--- src/ptl_pkg.sv ---
// Shared types and constants for the plane track lifecycle block.
// No dependencies.
package ptl_pkg;

    localparam int NUM_SLOTS = 16;
    localparam int SLOT_W    = 4;
    localparam int MODE_W    = 2;
    localparam int COUNT_W   = 12;
    localparam int STAT_W    = 2;
    localparam int FRAME_W   = 8;
    localparam int SCORE_W   = 9;
    localparam int CFG_IDX_W = 2;
    localparam int CFG_DAT_W = 12;
    localparam int DIV_STEPS = FRAME_W;
    localparam int DIV_CNT_W = $clog2(DIV_STEPS);

    localparam logic [SCORE_W-1:0] SCORE_ONE = SCORE_W'(256);
    localparam logic [FRAME_W-1:0] FRAME_MAX = {FRAME_W{1'b1}};

    typedef enum logic [MODE_W-1:0] {
        MODE_OBSERVE = 2'd0,
        MODE_CREATE  = 2'd1,
        MODE_EMPTY   = 2'd2,
        MODE_UNUSED  = 2'd3
    } t_mode;

    typedef enum logic [STAT_W-1:0] {
        ST_TENTATIVE = 2'd0,
        ST_TRACKING  = 2'd1,
        ST_LOCKED    = 2'd2,
        ST_LOST      = 2'd3
    } t_status;

    typedef enum logic [CFG_IDX_W-1:0] {
        CFG_MIN_INLIERS = 2'd0,
        CFG_LOCK_FRAMES = 2'd1,
        CFG_MAX_UNSEEN  = 2'd2,
        CFG_NONE        = 2'd3
    } t_cfg_index;

    localparam logic [COUNT_W-1:0] MIN_INLIERS_RST = COUNT_W'(50);
    localparam logic [FRAME_W-1:0] LOCK_FRAMES_RST = FRAME_W'(10);
    localparam logic [FRAME_W-1:0] MAX_UNSEEN_RST  = FRAME_W'(30);

    function automatic logic [FRAME_W-1:0] sat_inc(input logic [FRAME_W-1:0] v);
        sat_inc = (v == FRAME_MAX) ? v : v + FRAME_W'(1);
    endfunction

endpackage

--- src/plane_track_lifecycle.sv ---
// Plane track lifecycle table: per-slot status, counters and stability score.
// Depends on ptl_pkg (types, widths, codes, saturating increment).
//
// Each accepted request names a slot and a mode and answers with one result
// holding the slot's new contents; mode 3 is taken and dropped with no result.
// The block handles one request at a time: a request that needs no score
// division goes through accept, evaluate and result, and a seen frame on a
// tentative plane that does not lock also passes through a restoring
// divider for its score, which resolves one quotient bit per cycle.
// A stalled result is held until the stall is released. Tables reset to
// all slots lost with zeroed counts and score.
module plane_track_lifecycle (
    input  logic                             i_clk,
    input  logic                             i_rst_n,
    input  logic                             i_in_valid,
    output logic                             o_in_stall,
    input  logic [ptl_pkg::MODE_W-1:0]       i_mode,
    input  logic [ptl_pkg::SLOT_W-1:0]       i_slot,
    input  logic [ptl_pkg::COUNT_W-1:0]      i_inlier_count,
    output logic                             o_out_valid,
    input  logic                             i_out_stall,
    output logic [ptl_pkg::SLOT_W-1:0]       o_slot_out,
    output logic [ptl_pkg::STAT_W-1:0]       o_plane_status,
    output logic [ptl_pkg::FRAME_W-1:0]      o_stable_count,
    output logic [ptl_pkg::FRAME_W-1:0]      o_unseen_count,
    output logic [ptl_pkg::SCORE_W-1:0]      o_score_q8,
    output logic [ptl_pkg::COUNT_W-1:0]      o_last_inliers,
    input  logic                             i_cfg_we,
    input  logic [ptl_pkg::CFG_IDX_W-1:0]    i_cfg_index,
    input  logic [ptl_pkg::CFG_DAT_W-1:0]    i_cfg_data
);
    import ptl_pkg::*;

    typedef enum logic [3:0] {
        S_IDLE = 4'b0001,
        S_EVAL = 4'b0010,
        S_DIV  = 4'b0100,
        S_OUT  = 4'b1000
    } t_state;

    t_state                r_state, n_state;

    logic [COUNT_W-1:0]    r_min_inliers;
    logic [FRAME_W-1:0]    r_lock_frames;
    logic [FRAME_W-1:0]    r_max_unseen;

    t_status               r_status_tab [NUM_SLOTS];
    logic [FRAME_W-1:0]    r_stable_tab [NUM_SLOTS];
    logic [FRAME_W-1:0]    r_unseen_tab [NUM_SLOTS];
    logic [SCORE_W-1:0]    r_score_tab  [NUM_SLOTS];

    t_mode                 r_mode;
    logic [SLOT_W-1:0]     r_slot;
    logic [COUNT_W-1:0]    r_count;

    t_status               r_out_status, n_status;
    logic [FRAME_W-1:0]    r_out_stable, n_stable;
    logic [FRAME_W-1:0]    r_out_unseen, n_unseen;
    logic [SCORE_W-1:0]    r_out_score,  n_score;
    logic [COUNT_W-1:0]    r_out_inliers, n_inliers;
    logic                  n_div_need;

    logic [FRAME_W-1:0]    r_div_rem;
    logic [FRAME_W-1:0]    r_div_quo;
    logic [DIV_CNT_W-1:0]  r_div_cnt;

    t_status               cur_status;
    logic [FRAME_W-1:0]    cur_stable;
    logic [FRAME_W-1:0]    cur_unseen;
    logic [SCORE_W-1:0]    cur_score;
    logic [FRAME_W-1:0]    age_once;
    logic [FRAME_W-1:0]    age_twice;
    logic [FRAME_W-1:0]    stable_inc;
    logic [COUNT_W-1:0]    frame_count;
    logic                  seen;
    logic                  in_take;
    logic                  in_keep;

    logic [FRAME_W:0]      div_shift;
    logic                  div_ge;
    logic [FRAME_W:0]      div_diff;
    logic                  div_last;

    assign in_take = i_in_valid && (r_state == S_IDLE);
    assign in_keep = (t_mode'(i_mode) != MODE_UNUSED) && (32'(i_slot) < NUM_SLOTS);

    assign cur_status = r_status_tab[r_slot];
    assign cur_stable = r_stable_tab[r_slot];
    assign cur_unseen = r_unseen_tab[r_slot];
    assign cur_score  = r_score_tab[r_slot];

    assign age_once    = (r_mode == MODE_EMPTY) ? sat_inc(cur_unseen) : cur_unseen;
    assign age_twice   = sat_inc(age_once);
    assign stable_inc  = sat_inc(cur_stable);
    assign frame_count = (r_mode == MODE_OBSERVE) ? r_count : '0;
    assign seen        = frame_count >= r_min_inliers;

    // shared compare-subtract step of the score divider
    assign div_shift = {r_div_rem, 1'b0};
    assign div_ge    = div_shift >= {1'b0, r_lock_frames};
    assign div_diff  = div_shift - {1'b0, r_lock_frames};
    assign div_last  = r_div_cnt == DIV_CNT_W'(DIV_STEPS - 1);

    always_comb begin
        n_status   = cur_status;
        n_stable   = cur_stable;
        n_unseen   = age_twice;
        n_score    = cur_score;
        n_inliers  = frame_count;
        n_div_need = 1'b0;
        if (r_mode == MODE_CREATE) begin
            n_status  = ST_TENTATIVE;
            n_stable  = '0;
            n_unseen  = '0;
            n_score   = '0;
            n_inliers = '0;
        end else if (seen) begin
            n_unseen = '0;
            unique case (cur_status)
                ST_TENTATIVE: begin
                    n_stable = stable_inc;
                    if (stable_inc >= r_lock_frames) begin
                        n_status = ST_LOCKED;
                        n_score  = SCORE_ONE;
                    end else begin
                        n_div_need = 1'b1;
                    end
                end
                ST_TRACKING: begin
                    n_stable = stable_inc;
                    if (stable_inc >= r_lock_frames) begin
                        n_status = ST_LOCKED;
                    end
                end
                ST_LOCKED: begin
                end
                ST_LOST: begin
                    n_status = ST_TRACKING;
                    n_stable = FRAME_W'(1);
                end
                default: begin
                end
            endcase
        end else begin
            if (cur_status == ST_LOCKED) begin
                n_status = ST_TRACKING;
                n_stable = '0;
            end else if (cur_status == ST_TRACKING) begin
                n_stable = '0;
            end
            if (age_twice > r_max_unseen) begin
                n_status = ST_LOST;
            end
        end
    end

    always_comb begin
        n_state = r_state;
        unique case (r_state)
            S_IDLE: begin
                if (in_take && in_keep) begin
                    n_state = S_EVAL;
                end
            end
            S_EVAL: begin
                n_state = n_div_need ? S_DIV : S_OUT;
            end
            S_DIV: begin
                if (div_last) begin
                    n_state = S_OUT;
                end
            end
            S_OUT: begin
                if (!i_out_stall) begin
                    n_state = S_IDLE;
                end
            end
            default: begin
                n_state = S_IDLE;
            end
        endcase
    end

    always_ff @(posedge i_clk) begin
        if (!i_rst_n) begin
            r_state       <= S_IDLE;
            r_min_inliers <= MIN_INLIERS_RST;
            r_lock_frames <= LOCK_FRAMES_RST;
            r_max_unseen  <= MAX_UNSEEN_RST;
            for (int i = 0; i < NUM_SLOTS; i++) begin
                r_status_tab[i] <= ST_LOST;
                r_stable_tab[i] <= '0;
                r_unseen_tab[i] <= '0;
                r_score_tab[i]  <= '0;
            end
        end else begin
            r_state <= n_state;
            if (i_cfg_we) begin
                unique case (t_cfg_index'(i_cfg_index))
                    CFG_MIN_INLIERS: r_min_inliers <= i_cfg_data;
                    CFG_LOCK_FRAMES: r_lock_frames <= i_cfg_data[FRAME_W-1:0];
                    CFG_MAX_UNSEEN:  r_max_unseen  <= i_cfg_data[FRAME_W-1:0];
                    default: begin
                    end
                endcase
            end
            if (r_state == S_EVAL) begin
                r_status_tab[r_slot] <= n_status;
                r_stable_tab[r_slot] <= n_stable;
                r_unseen_tab[r_slot] <= n_unseen;
                if (!n_div_need) begin
                    r_score_tab[r_slot] <= n_score;
                end
            end
            if ((r_state == S_DIV) && div_last) begin
                r_score_tab[r_slot] <= {1'b0, r_div_quo[FRAME_W-2:0], div_ge};
            end
        end
    end

    always_ff @(posedge i_clk) begin
        if (in_take) begin
            r_mode  <= t_mode'(i_mode);
            r_slot  <= i_slot;
            r_count <= i_inlier_count;
        end
        unique case (r_state)
            S_EVAL: begin
                r_out_status  <= n_status;
                r_out_stable  <= n_stable;
                r_out_unseen  <= n_unseen;
                r_out_score   <= n_score;
                r_out_inliers <= n_inliers;
                r_div_rem     <= n_stable;
                r_div_quo     <= '0;
                r_div_cnt     <= '0;
            end
            S_DIV: begin
                r_div_rem <= div_ge ? div_diff[FRAME_W-1:0] : div_shift[FRAME_W-1:0];
                r_div_quo <= {r_div_quo[FRAME_W-2:0], div_ge};
                r_div_cnt <= r_div_cnt + DIV_CNT_W'(1);
                if (div_last) begin
                    r_out_score <= {1'b0, r_div_quo[FRAME_W-2:0], div_ge};
                end
            end
            default: begin
            end
        endcase
    end

    assign o_in_stall     = r_state != S_IDLE;
    assign o_out_valid    = r_state == S_OUT;
    assign o_slot_out     = r_slot;
    assign o_plane_status = r_out_status;
    assign o_stable_count = r_out_stable;
    assign o_unseen_count = r_out_unseen;
    assign o_score_q8     = r_out_score;
    assign o_last_inliers = r_out_inliers;

endmodule

--- config.mk ---
export PLATFORM = sky130hd
export DESIGN_NAME = plane_track_lifecycle
export DESIGN_NICKNAME = d
export VERILOG_FILES = /design/src/ptl_pkg.sv /design/src/plane_track_lifecycle.sv
export SDC_FILE = /design/constraint.sdc
export NUM_CORES = 1
export LEC_CHECK = 0
export ABC_AREA = 1
export CAP_MARGIN = 20
export CORE_MARGIN = 2
export CORE_UTILIZATION = 30
export DETAILED_ROUTE_END_ITERATION = 8
export DONT_BUFFER_PORTS = 1
export PLACE_DENSITY = 0.54
export SETUP_SLACK_MARGIN = 0.02
export SLEW_MARGIN = 20
export SYNTH_ARGS = -nofsm -noshare
export SYNTH_HDL_FRONTEND = slang
export SYNTH_SLANG_ARGS = --single-unit
--- constraint.sdc ---
create_clock -name i_clk -period 15.4 [get_ports i_clk]
set_input_delay 0.77 -clock i_clk [delete_from_list [all_inputs] [get_ports i_clk]]
set_output_delay 0.77 -clock i_clk [all_outputs]
set_load 0.005 [all_outputs]
---- Yosys cells after proc, flatten, opt, wreduce, memory -nomap -nowiden ----
Memories as Yosys holds them, arrays and structs flattened. A register that Yosys moved wholly into a read port is not among the register bits.
Cells that the tools add are included.
storage, ports and cells
  word-level logic and storage cells ...... 131
  flip-flop bits (word level) ............. 107
  memories ................................ 4
  RAM bits ................................ 432
memories
  name          depth  width  rd ports  clocked after Yosys merged registers in  wr ports  line                         text
  r_score_tab   16     9      1         1                                        16        plane_track_lifecycle.sv:50  logic [SCORE_W-1:0] r_score_tab [NUM_SLOTS];
  r_stable_tab  16     8      1         1                                        16        plane_track_lifecycle.sv:48  logic [FRAME_W-1:0] r_stable_tab [NUM_SLOTS];
  r_unseen_tab  16     8      1         1                                        16        plane_track_lifecycle.sv:49  logic [FRAME_W-1:0] r_unseen_tab [NUM_SLOTS];
  r_status_tab  16     2      1         1                                        16        plane_track_lifecycle.sv:47  t_status r_status_tab [NUM_SLOTS];
cells by class
  equality and inequality tests ........... 20
  mux-type cells .......................... 65
  add/sub/neg operators ................... 5
  $lt $le $gt $ge ......................... 4
  reductions and logical operators ........ 17
  bitwise logic cells ..................... 1
operators by type and width
  cell                   count
  $mux W8                13
  $mux W9                7
  $mux W4                12
  $pmux W8 S2            2
  $add A8 B1 Y8 const B  3
  $eq A8 B8 Y1 const B   3
  $mux W1                19
  $pmux W9 S2            1
  $pmux W4 S4            1
  $reduce_or A8 Y1       2
  $pmux W7 S2            1
  $ge A12 B12 Y1         1
  $mux W12               1
  $mux W2                6
  $ge A9 B8 Y1           1
  $reduce_or A9 Y1       1
  $eq A2 B2 Y1 const B   4
  $ge A8 B8 Y1           1
  $gt A8 B8 Y1           1
  $reduce_and A2 Y1      4
  $sub A8 B8 Y8          1
  $eq A2 B1 Y1 const B   3
  $logic_not A2 Y1       3
  $ne A2 B2 Y1 const B   3
  15 further kinds       18

---- Logic depth before layout (Yosys ltp) ----
Gate-level depths: netlist of run 1.
  word-level depth ........................ 14
  depth in mapped cells ................... 37

---- Worst setup path before layout of run 1 ----
No wires, ideal clock.
  kind .................................... register to register
  start ................................... register r_state[3]
  end ..................................... memory r_stable_tab[6][0] (enable)
  period minus slack after synthesis ...... 4957 ps
  cell stages (with the launch flop) ...... 10
  data required time ...................... 15025 ps
  setup time .............................. 375 ps
  path slack .............................. 10443 ps
  arrival ................................. 4582 ps
  buffers on the path ..................... 2
  path through ............................ dfxtp_1 -> nor2_1 -> inv_1 -> nor3_1 -> inv_1 -> nor2_1 -> clkbuf_1 -> nand2_1 -> clkbuf_1 -> nand2_1
RTL lines
  what                      line                          text
  start: declaration        plane_track_lifecycle.sv:41   t_state r_state, n_state;
  start signal: assignment  plane_track_lifecycle.sv:197  r_state <= n_state;
  end: declaration          plane_track_lifecycle.sv:48

==> qor.txt, run 1 <==
Routed len/inst = 19.7 um
Minimum clock period = 7110 ps
RSZ-0062 raised after global routing = no
CP Launch Type = flip-flop
P_leak = 11.0 nW
Worst slew pin tran = 1120 ps
First-pass GRT wire length = 114,000 um
DR iter-0 viols = 1,608
Synth top area share = 58.1%
Clock Sinks = 543
Status = finished, final reports clean
Port Buf Inserts = 0
Critical Path AT = 7400 ps
Most common cell after layout, fill and taps aside = nor2_1
Mapped Area = 26,200 um^2
Setup repair bufs after CTS = 0
Row count = 108
Initial antenna violation count = 0
Clock tree from TritonCTS = yes
Req. time, crit path = 15,690 ps
Power per cell area = 140 nW/um^2
Boundary Pins = 82
Clock slew at reported path FFs = 60 ps
Cell variety after synth = 52
1st-pass router iterations = 7
Prevailing post-synth register cell = edfxtp_1
Die width = 299 um
Fin Setup TNS = 0 ps
Final wirelength = 74,700 um
Cell count after synthesis = 2,658
Cell taking the most area after synthesis = edfxtp_1
Post-synth ARST share = 0%
Seq/Total Area, Yosys = 60.9%
Clock root buffer = clkbuf_16
DRC = 0
Max Clock Skew = 22.5 ps
Max-cap violation count = 0
Worst-path fanout max = 85
Synth top area cells = edfxtp_1 58%, nor2_1 8.1%, nand2_1 7.1%
Post-synth EDFFs = 507
Final slew viol count = 0
Fill cells = 8,723
Layout Cells excl Fill = 3,799
Core area = 86,600 um^2
Maximum vdd drop = 0.0000979 V
Final count of hold timing violations = 0
H-tree depth = 2
Share of post-route cells with drive strength above 1 = 9.16%
Area grow syn2layout = 10.4%
Relative slew slack = 25.3%
Max clock buf depth = 3
Worst setup EP type = flip-flop
Die height = 299 um
Cts hold-fix bufs = 0
Min-delay worst type = in -> reg
Syn_area_per_cell = 9.85 um^2
Placed cells = 3,695
Syn Nets = 2,737
Fmax = 0.141 GHz
Largest net degree at the start of global routing = 120
Nets = 2,678
Crit Path Class = reg -> reg
Gr ovfl total = 0
Number of global-route vias before repair = 18,100
Most frequent cells in the layout = 562 x nor2_1, 507 x edfxtp_1, 497 x nand2_1, 205 x inv_1, 128 x nand3_1
Number of synthesis warnings = 0
Clock latency on the worst-skew pair = 630 ps
Synth Register Bits = 543
# resized after CTS = 0
Period utilization = 46.2%
Vias = 18,700
CTS Buf Count = 57
Initial Util = 30.2%
Overall Global Routing Usage = 16.5%
Dpl hpwl = 45,600 um
Tot Pwr = 4.03 mW
Die area = 89,700 um^2
Routability cong. = 0.839
Final setup viols = 0
Average via count per standard cell = 4.92
Antenna-violating nets left = 0
## power by group
part	leakage (nW)	internal, mW	switching, mW
registers	5.33	1.67	0.0386
logic	4.73	0.213	0.685
clock network	0.915	0.826	0.597
## final timing paths
kind                                          from                  to  slack (ps)  depth (start not counted)
worst min register to register    r_min_inliers[2]    r_min_inliers[2]         460                          2
worst min-delay path            i_inlier_count[10]         r_count[10]         240                          0
worst max-delay path                     flip-flop  r_score_tab[15][5]        8290                         25
worst max register to register           flip-flop  r_score_tab[15][5]        8290                         25
## synth_stat cells (19+ instances only)
master,n
clkbuf_1,50
o21ai_1,31
nand2_1,498
nor2_1,562
ha_1,41
edfxtp_1,507
nor2_2,38
nand2_2,19
inv_2,20
inv_1,205
dfxtp_1,36
buf_2,47
o21ai_0,107
a221oi_1,20
buf_4,20
buf_6,28
nand3_1,128
o211ai_1,51
a21oi_1,104
## layout make-up
class                   count  area [um^2]  area share, %
clock buffers              64         1450           5.03
inverters                 230          871           3.01
clock inverters            39          429           1.48
well taps                1155         1450           5.00
repair buffers             32          260          0.900
flip-flops and latches    543        16000           55.2
diodes                      1         2.50        0.00866
multi-input cells        1735         8490           29.4
## stage by stage
stage / hold slack [ps] / setup slack [ps] / utilization [%] / cell area [um^2]
3_3_place_gp: 446 / 8380 / 31.2 / 27000
2_1_floorplan: 435 / 10440 / - / 26200
5_1_grt: 208 / 7710 / 33.4 / 28900
4_1_cts: 204 / 8250 / 33.4 / 28900
6_report: 242 / 8290 / 33.4 / 28900
3_5_place_dp: 453 / 8300 / 31.2 / 27000
## layer usage
layer / global-route usage, % / wire, um
met1: 23.2 / 33700
met2: 26.4 / 34300
met3: 2.75 / 5180
met4: 4.12 / 1510
met5: 0 / 0
## sequential cells by signal (all words and copies together), names as in the netlist, 3 cells and up, named ones only
signal and flops:
o_last_inliers 12, o_score_q8 9, o_slot_out 4, o_stable_count 8
o_unseen_count 8, r_count 12, r_div_cnt 3, r_div_quo 7
r_div_rem 8, r_lock_frames 8, r_max_unseen 8, r_min_inliers 12
r_score_tab 144, r_stable_tab 128, r_state 4, r_status_tab 32
r_unseen_tab 128
## cell families (layout without fill, tap and decap cells)
logic type | Yosys count | after routing | synth area share [%]
AO/OA/AOI/OAI | 378 | 378 | 8.92
other | 0 | 1 | 0
XOR/XNOR | 11 | 11 | 0.368
AND/OR/NAND/NOR | 1304 | 1304 | 21.0
flip-flops | 543 | 543 | 60.9
buffers and inverters | 380 | 365 | 6.78
adder cells (fa/ha/maj) | 42 | 42 | 2.04
## worst max-delay path: stages (launching register included)
cell and delay, ps:
dfxtp_4 830, buf_4 730, buf_4 840, o21ai_0 230, o221ai_1 240, nand3_1 160, nand2_2 170, ha_1 210
nand2_1 70, nor2_2 190, nand3_2 200, inv_2 130, nand2_1 70, o21a_1 110, ha_1 290, a21oi_1 140
o21ai_0 80, nand2_1 50, and3_1 190, inv_1 80, nor2_1 150, nand2_1 100, nand2_1 80, nand2_2 440
nand2_1 520, nand2_1 350
(Power assumes the default switching activity.)
==> run 2, diff against run 1 <==
--- a/config.mk
+++ b/config.mk
@@ -5,13 +5,13 @@
 export SDC_FILE = /design/constraint.sdc
 export NUM_CORES = 1
 export LEC_CHECK = 0
-export ABC_AREA = 1
+export ABC_AREA = 0
 export CAP_MARGIN = 20
 export CORE_MARGIN = 2
 export CORE_UTILIZATION = 30
 export DETAILED_ROUTE_END_ITERATION = 8
 export DONT_BUFFER_PORTS = 1
-export PLACE_DENSITY = 0.54
+export PLACE_DENSITY = 0.55
 export SETUP_SLACK_MARGIN = 0.02
 export SLEW_MARGIN = 20
 export SYNTH_ARGS = -nofsm -noshare
==> constraint.sdc (replaced) <==
create_clock -name i_clk -period 6.4 [get_ports i_clk]
set_input_delay 0.32 -clock i_clk [delete_from_list [all_inputs] [get_ports i_clk]]
set_output_delay 0.32 -clock i_clk [all_outputs]
set_load 0.005 [all_outputs]
==> qor.txt, run 2 <==
Status = finished, final reports clean
Fmax = 0.166 GHz (+18%)
Clock latency on the worst-skew pair = 630 ps (about the same)
Synth top cells by count = 507 x edfxtp_1, 448 x nor2_1, 183 x nand2_1, 126 x mux4_2, 49 x inv_1
Overall Global Routing Usage = 16.1% (-0.41 points)
1st-pass router iterations = 5 (-2)
Most numerous cell in the Yosys netlist = edfxtp_1
Max-cap violation count = 0 (unchanged)
Routability cong. = 0.836 (-0.45%)
Period utilization = 93.9% (+48 points)
Number of global-route vias before repair = 15,600 (-14%)
Area grow syn2layout = 14.7%
Share of post-route cells with drive strength above 1 = 19.7% (+11 points)
Synth Register Bits = 543 (unchanged)
Post-synth EDFFs = 507 (unchanged)
PnR worst setup slack = 389 ps (-7900 ps)
Minimum clock period = 6010 ps (-1100 ps)
H-tree depth = 2 (unchanged)
Req. time, crit path = 6760 ps (-8930 ps)
Post-synth ARST share = 0% (unchanged)
Gr ovfl total = 0 (unchanged)
Synth top area cells = edfxtp_1 60%, mux4_2 11%, nor2_1 6.6%
Clock tree from TritonCTS = yes
Fill cells = 8,117 (-6.9%)
Die area = 86,800 um^2 (-3.2%)
Initial antenna violation count = 2 (+2)
Most common cell after layout, fill and taps aside = edfxtp_1
Clock slew at reported path FFs = 60 ps (about the same)
Dpl hpwl = 46,900 um (+2.9%)
Cell taking the most area after synthesis = edfxtp_1
Antenna-violating nets left = 0 (unchanged)
CTS Buf Count = 57 (unchanged)
Final count of hold timing violations = 0 (unchanged)
Power per cell area = 343 nW/um^2 (+150%)
Prevailing post-synth register cell = edfxtp_1
Max Clock Skew = 31.6 ps (+9.12 ps)
Clock Sinks = 543 (unchanged)
Synth top area share = 60.1% (+2.0 points)
Vias = 15,500 (-17%)
Max reg flops = 144 (unchanged)
Final wirelength = 69,600 um (-6.8%)
Largest net degree at the start of global routing = 77 (-36%)
Biggest registers after layout = r_score_tab (144), r_stable_tab (128), r_unseen_tab (128)
P_leak = 9.98 nW (-9.1%)
Hold Worst Slack = 60.4 ps (-181 ps)
Critical Path AT = 6370 ps (-1030 ps)
CP Launch Type = flip-flop
Nets = 2,010 (-25%)
Boundary Pins = 82 (unchanged)
Crit Path Class = reg -> reg
Max clock buf depth = 3 (unchanged)
Row count = 106 (-1.9%)
Worst slew pin tran = 1130 ps (+6.82 ps)
Most frequent cells in the layout = 507 x edfxtp_1, 448 x nor2_1, 178 x nand2_1, 126 x mux4_2, 64 x buf_4
DRC = 0 (unchanged)
Syn Nets = 1,940 (-29%)
Reg with most FFs = r_score_tab
Worst-path fanout max = 17 (-80%)
Die width = 295 um (-1.6%)
Setup WS pre-CTS = 221 ps (-8070 ps)
Min-delay worst type = in -> reg
Worst setup endpoint = r_status_tab[15][1]
Final setup viols = 0 (unchanged)
Reg-to-reg slack, setup = 390 ps (-7900 ps)
Port Buf Inserts = 0 (unchanged)
Mapped Area = 25,300 um^2 (-3.3%)
Average via count per standard cell = 4.98 (+1.4%)
Routed len/inst = 22.3 um (+14%)
Initial Util = 30.3% (about the same)
Final slew viol count = 0 (unchanged)
Reg2reg end = r_status_tab[15][1]
First-pass GRT wire length = 103,000 um (-9.2%)
Cell count after synthesis = 1,861 (-30%)
Die height = 295 um (-1.6%)
Number of synthesis warnings = 0 (unchanged)
Cell variety after synth = 83 (+60%)
DR iter-0 viols = 1,359 (-15%)
Seq/Total Area, Yosys = 63.0% (+2.1 points)
Clock root buffer = clkbuf_16
Relative slew slack = 24.9% (-0.44 points)
Core area = 83,700 um^2 (-3.4%)
Reg2reg path depth = 26 (+4.0%)
Worst setup EP type = flip-flop
Maximum vdd drop = 0.000228 V (+130%)
Syn_area_per_cell = 13.6 um^2 (+38%)
[run 2: cell types whose count changed after synthesis, moves of 35 or more]
| cell | previous run | this run |
|---|---|---|
| nand2_1 | 498 | 183 |
| inv_1 | 205 | 49 |
| mux4_2 | 0 | 126 |
| nor2_1 | 562 | 448 |
| nand3_1 | 128 | 23 |
| o21ai_0 | 107 | 23 |
| a21oi_1 | 104 | 22 |
| o211ai_1 | 51 | 4 |
| and2_1 | 3 | 38 |
[run 2: logic make-up (layout without fill, tap and decap cells)]
logic type,Yosys count,after routing,synth area share [%]
fa+ha+maj,42,42,2.10
other cells,0,1,0
flops,543,543,63.0
simple gates,792,792,13.7
buf+inv,155,273,3.16
mux,159,159,12.7
xor+xnor,12,12,0.474
compound gates,158,158,4.94
[run 2: final cells by class]
| class | instances | area (um^2) | area share, % |
|---|---|---|---|
| Antenna cell | 1 | 2.50 | 0.00861 |
| Clock buffer | 74 | 1520 | 5.24 |
| Clock inverter | 33 | 258 | 0.887 |
| Inverter | 55 | 206 | 0.710 |
| Multi-Input combinational cell | 1163 | 8650 | 29.8 |
| Sequential cell | 543 | 16000 | 54.9 |
| Tap cell | 1134 | 1420 | 4.88 |
| Timing Repair Buffer | 111 | 1050 | 3.61 |
[run 2: worst min-delay path by stage]
stage,startpoint,to,slack [ps],cells past startpoint
after global routing,i_slot[0],flip-flop,30,2
after floorplan,i_slot[0],o_slot_out[0],420,0
final,i_slot[0],flip-flop,60,2
after CTS,i_slot[0],flip-flop,10,2
after detailed placement,i_rst_n,r_lock_frames[3],400,1
after global placement,i_rst_n,r_lock_frames[3],400,1
[run 2: metal layers]
metal / vias to the layer above / global-route usage (%) / routed length, um
li1: 6931 / - / -
met1: 8006 / 22.4 / 30800
met2: 495 / 25.5 / 32800
met3: 87 / 3.31 / 4540
met4: 2 / 4.17 / 1500
met5: - / 0 / 12
[run 2: power by group]
part / switching (mW) / internal [mW] / total (mW)
Clock: 1.43 / 1.80 / 3.22
Combinational: 1.64 / 0.948 / 2.59
Sequential: 0.0960 / 4.06 / 4.15
Total: 3.16 / 6.80 / 9.97
[run 2: what timing repair did]
| item | 4_1_cts | 5_1_grt |
|---|---|---|
| endpoints found under the hold margin | 53 | 0 |
| hold buffers | 36 | 0 |
| resized for setup | 0 | 8 |
| setup buffers | 0 | 9 |
| endpoints found under the setup margin | 0 | 34 |
[run 2: stage by stage]
stage	instances	cell area, um^2	util [%]	total power, mW	TNS, ps
final	3114	29100	34.7	9.97	0
after global routing	3113	29100	34.7	10.4	-504
after global placement	2957	26700	31.9	6.73	0
after detailed placement	2959	26800	32.0	6.76	0
after floorplan	1861	25300	-	5.97	0
after CTS	3102	28900	34.5	10.0	0
[run 2: worst max-delay path, stage by stage, from the launching register on]
cell and delay [ps]:
dfxtp_4 430, buf_4 200, mux4_2 500, mux4_2 500
and2_4 190, a311o_1 420, mux2_2 300, ha_1 210
nand3_1 90, mux2i_1 140, a31oi_1 70, a211oi_2 270
nand4b_4 210, mux2i_4 220, inv_2 40, ha_1 280
nor2b_1 140, o21a_1 160, o21a_1 150, o21ai_0 140
a21oi_1 100, a211oi_2 240, a21oi_2 120, o21ai_0 200
a21o_1 160, buf_6 180, nand2_1 70
